--- config.mk ---
export PLATFORM = sky130hd
export DESIGN_NAME = qph_modadd
export DESIGN_NICKNAME = d
export VERILOG_FILES = /design/src/rtl/qph_modadd.sv
export SDC_FILE = /design/constraint.sdc
export NUM_CORES = 1
export LEC_CHECK = 0
export BUFFER_PORTS_ARGS = -buffer_cell sky130_fd_sc_hd__buf_2
export CORE_MARGIN = 1.5
export CORE_UTILIZATION = 59
export DETAILED_ROUTE_END_ITERATION = 8
export PLACE_DENSITY_LB_ADDON = 0.15
export SETUP_SLACK_MARGIN = 0.15
export SYNTH_ARGS = -nofsm -noshare
export SYNTH_HDL_FRONTEND = slang
export SYNTH_SLANG_ARGS = --single-unit
--- constraint.sdc ---
create_clock -name vclk -period 6.7
set_input_delay 0.67 -clock vclk [all_inputs]
set_output_delay 0.67 -clock vclk [all_outputs]
set_load 0.005 [all_outputs]
--- src/rtl/qph_modadd.sv ---
// ----------------------------------------------------------------------------
// qph_modadd: shared modular adder
// Computes (a + b + cin) mod m for a + b + cin below twice m.
// ----------------------------------------------------------------------------
module qph_modadd #(
  parameter int W = 15
) (
  input  logic [W-1:0] a,
  input  logic [W-1:0] b,
  input  logic         cin,
  input  logic [W-1:0] m,
  output logic [W-1:0] y
);

  logic [W:0] sum;
  logic [W:0] diff;

  assign sum  = {1'b0, a} + {1'b0, b} + {{W{1'b0}}, cin};
  assign diff = sum - {1'b0, m};
  assign y    = (sum >= {1'b0, m}) ? diff[W-1:0] : sum[W-1:0];

endmodule

# ---- Yosys cells after proc, flatten, opt, wreduce, memory -nomap -nowiden
# Cells that the tools add are included.
dict set report totals {
  output_inout_bits 15
  ff_bits 0
  inputBits 46
}
dict set report op_classes {
  order_cmp 1
  n_mux 1
  addsub 3
}
# cell count
set op_table {}
lappend op_table {{$add 15x15->16} 1}
lappend op_table {{$add 16x1->16} 1}
lappend op_table {{$ge 16x15->1} 1}
lappend op_table {{$mux 15} 1}
lappend op_table {{$sub 15x15->15} 1}

# ---- Logic depth before layout (Yosys ltp)
dict set report depth {
  ltp_word 4
  depth_mapped 16
}

# ---- Worst setup path before layout
# OpenSTA, ideal clock, no wires.
dict set report synth_path {
  kind {input to output}
  from {input port a[0]}
  to {output port y[10]}
  arrival_ns 4.380
  t_required_ns 6.030
  path_buffers 1
  slack_ns 1.650
  path_stages 15
  path_cell_list {fa_1 fa_1 a211oi_1 nor2_1 o31ai_1 nand2_1 a211oi_1 ha_1 o21ai_0 or2b_2 nand2_1 a41oi_2 nor4_4 buf_8 mux2_4}
}
dict set report synth_between {
  elab_chain_cells 4
}
# element line
set synth_rtl {}
lappend synth_rtl {{start: declaration} 8} ;# input logic [W-1:0] a,
lappend synth_rtl {{$add 15x15->16 (*)} 18} ;# assign sum = {1'b0, a} + {1'b0, b} + {{W{1'b0}}, cin};
lappend synth_rtl {{$add 16x1->16 (*)} 18}
lappend synth_rtl {{$sub 15x15->15 or $ge 16x15->1 (tied branches)} {19, 20}}
lappend synth_rtl {{$mux 15 (*)} 20} ;# assign y = (sum >= {1'b0, m}) ? diff[W-1:0] : sum[W-1:0];
lappend synth_rtl {{end: declaration} 12} ;# output logic [W-1:0] y
# Every way passes the cells marked *; elsewhere a longest branch is shown, timed or not.

# ---- Worst setup path after layout
dict set report layout_path {
  from {input port a[0]}
  to {output port y[14]}
}
# Same word-level chain as after synthesis.

==> run summary <==
number of antenna-violating nets in the routed design: 0
core outline area: 3050 um2
most area-consuming cells after synthesis: ha_1 19%, mux2_4 6.3%, xnor2_1 5.5%
synthesized area per cell: 7.49 um2
Seq cells: 0
number of failing hold endpoints at the final stage: 0
Max rail drop VDD: 0.0000683 V
launch point of the critical path: a[0]
final critical-path required period: 5.86 ns
worst setup path category: input pin to primary output
Top Ports: 61
first drt pass iteration count: 4
# nets final: 388
effective utilization at floorplan: 62.3%
tightest slew margin relative to the limit: 61.2%
commonest cells in the netlist: 29 x ha_1, 25 x inv_1, 24 x nand2_1
endpoint arrival time on the critical path: 5.19 ns
HPWL reported at the end of detailed placement: 3.86 mm
GPL Wtd Cong: 0.988
maximum frequency from static timing analysis: 171 MHz
max-slew violation count: 0
starting DRC count in detailed routing: 89
Lkg Pwr: 1.09 nW
overflow left after global routing: 0
number of placement rows: 20
cells along the critical path: buf_2, fa_1, fa_1, a211oi_1, nor2_1, o31ai_1, nand2_1, a211oi_1, ha_1, o21ai_0, or2b_2, nand2_1, a41oi_2, nor4_4, buf_4, mux2_2, buf_2
fin crit share: 87.5%
number of antenna violations at the first check in global routing: 0
number of distinct library cells after synthesis: 56
count of buffer and inverter cells on the critical path: 3
count leader, synth: ha_1
setup repair after global routing missed its margin: false
synthesized instance count: 254
max-cap viol count: 0
slew at the pin with the worst max-slew slack: 0.577 ns
Post-CTS Setup Inserts: 0
area of the die: 3570 um2
layout clock buffer count: 0
pin count of the biggest net entering global routing: 10
net switching component of the power: 0.222 mW
final setup violation count: 0
Fillers: 304
Hold Worst Slack: 1.74 ns
logic gate share of total power: 100.0%
share of synthesized area occupied by flip-flops and latches: 0%
critical-path cell with the highest stage delay: nor4_4
Internal Power: 0.221 mW
Total Routing Usage GR: 25.9%
required time at the worst-slack endpoint: 6.03 ns
post-CTS sizing: 0
Flop pwr share: 0%
number of global-route vias before repair: 1,848
synthesized area: 1900 um2
Max stage delay on crit path: 0.54 ns
multi-input combinational cell area: 1740 um2
hold wc startpoint: m[0]
footprint of the flip-flops and latches: 0 um2
Critical Path Sink Type: primary output
first-pass GRT wire length: 7.50 mm
startpoint kind of the worst setup timing path: input pin
switching part of the total power: 50.1%
proportion of power drawn by the clock network: 0%
Syn Nets: 332
run status: finished clean
library cell occupying the most area in the post-synthesis netlist: ha_1
post-place setup slack: 0.851 ns
maximum net fanout on the critical path: 9
proportion of layout cells with a drive suffix above 1: 28.9%
Hold/Removal Path Class: input pin to primary output
via total after detailed routing: 2,055
average wire per standard cell: 12.8 um
number of I/O port buffers: 61
final worst-path setup slack: 0.837 ns
DIE HEIGHT: 59.8 um
Layout Area Growth over Synthesis: 15.5%
total wire length after detailed routing: 4.51 mm
Setup TNS: 0 ns
die extent in x: 59.8 um
number of buffers inserted for hold repair after clock tree synthesis: 0
overall power consumption: 0.443 mW
area share of the leading cell type in the synthesized netlist: 19.1%
antenna cells: 0
family with the most delay on the worst path: adder cells
PD cells: 202 nW/um2
ratio of routed vias to standard cells: 5.84
number of warning messages in the yosys log: 0
number of DRC violations after detailed routing: 0
[routing by layer]
metal,track usage [%],routed length [um]
met1,34.8,2050
met3,0.216,245
met2,46.6,2160
met5,0,0
met4,4.76,51
[kinds of logic (layout without fill, tap and decap cells)]
kind of cell	after synthesis	count (layout)	synth area share (%)
compound gates	81	81	30.6
simple gates	74	74	19.3
buf+inv	33	87	8.75
fa+ha+maj	32	32	22.2
xor+xnor	19	19	8.75
mux	15	15	10.3
[final cells by class]
type	count	area share, %
inverter	25	4.27
timing repair buffer	62	14.2
multi-input combinational	221	79.0
tap	44	2.51
[through the flow]
step,instance area (um2),std cells,util (%)
2_1_floorplan,1900,254,-
3_3_place_gp,2200,352,72.0
3_5_place_dp,2200,352,72.0
4_1_cts,2200,352,72.0
5_1_grt,2200,352,72.0
6_report,2200,352,72.0
[worst min-delay path: cells and delay by family]
kind       cells  cell delay [ns]
buf+inv        2             0.20
fa+ha+maj      1             0.13
mux            1             0.07
[power by group through the flow]
stage / clock network [mW] / registers (mW) / logic (mW)
global route: 0 / 0 / 0.490
CTS: 0 / 0 / 0.441
floorplan: 0 / 0 / 0.338
global placement: 0 / 0 / 0.430
detailed placement: 0 / 0 / 0.439
finish: 0 / 0 / 0.443
[path summary, 6_finish.rpt]
| kind | to | slack, ns | depth (start not counted) |
|---|---|---|---|
| max | y[14] | 0.84 | 17 |
| min | y[0] | 1.74 | 4 |
[cells in the final DEF, fill, tap and decap left out, types with 2 or more instances in the layout]
cell type	Yosys	routed
a211o_1	2	2
a211oi_1	5	5
a21o_1	6	6
a21oi_1	18	18
a21oi_2	3	3
a31oi_1	3	3
and2_1	2	2
buf_2	1	61
fa_1	3	3
ha_1	29	29
inv_1	25	25
mux2_2	5	5
mux2_4	8	8
mux2i_1	2	2
nand2_1	24	24
nand3_1	13	13
nand4_1	4	4
nor2_1	16	16
nor3_1	4	4
nor4_1	2	2
o21a_1	7	7
o21ai_0	16	16
o31a_1	2	2
xnor2_1	12	12
xor2_1	7	7
Power figures use the tool's default switching activity.
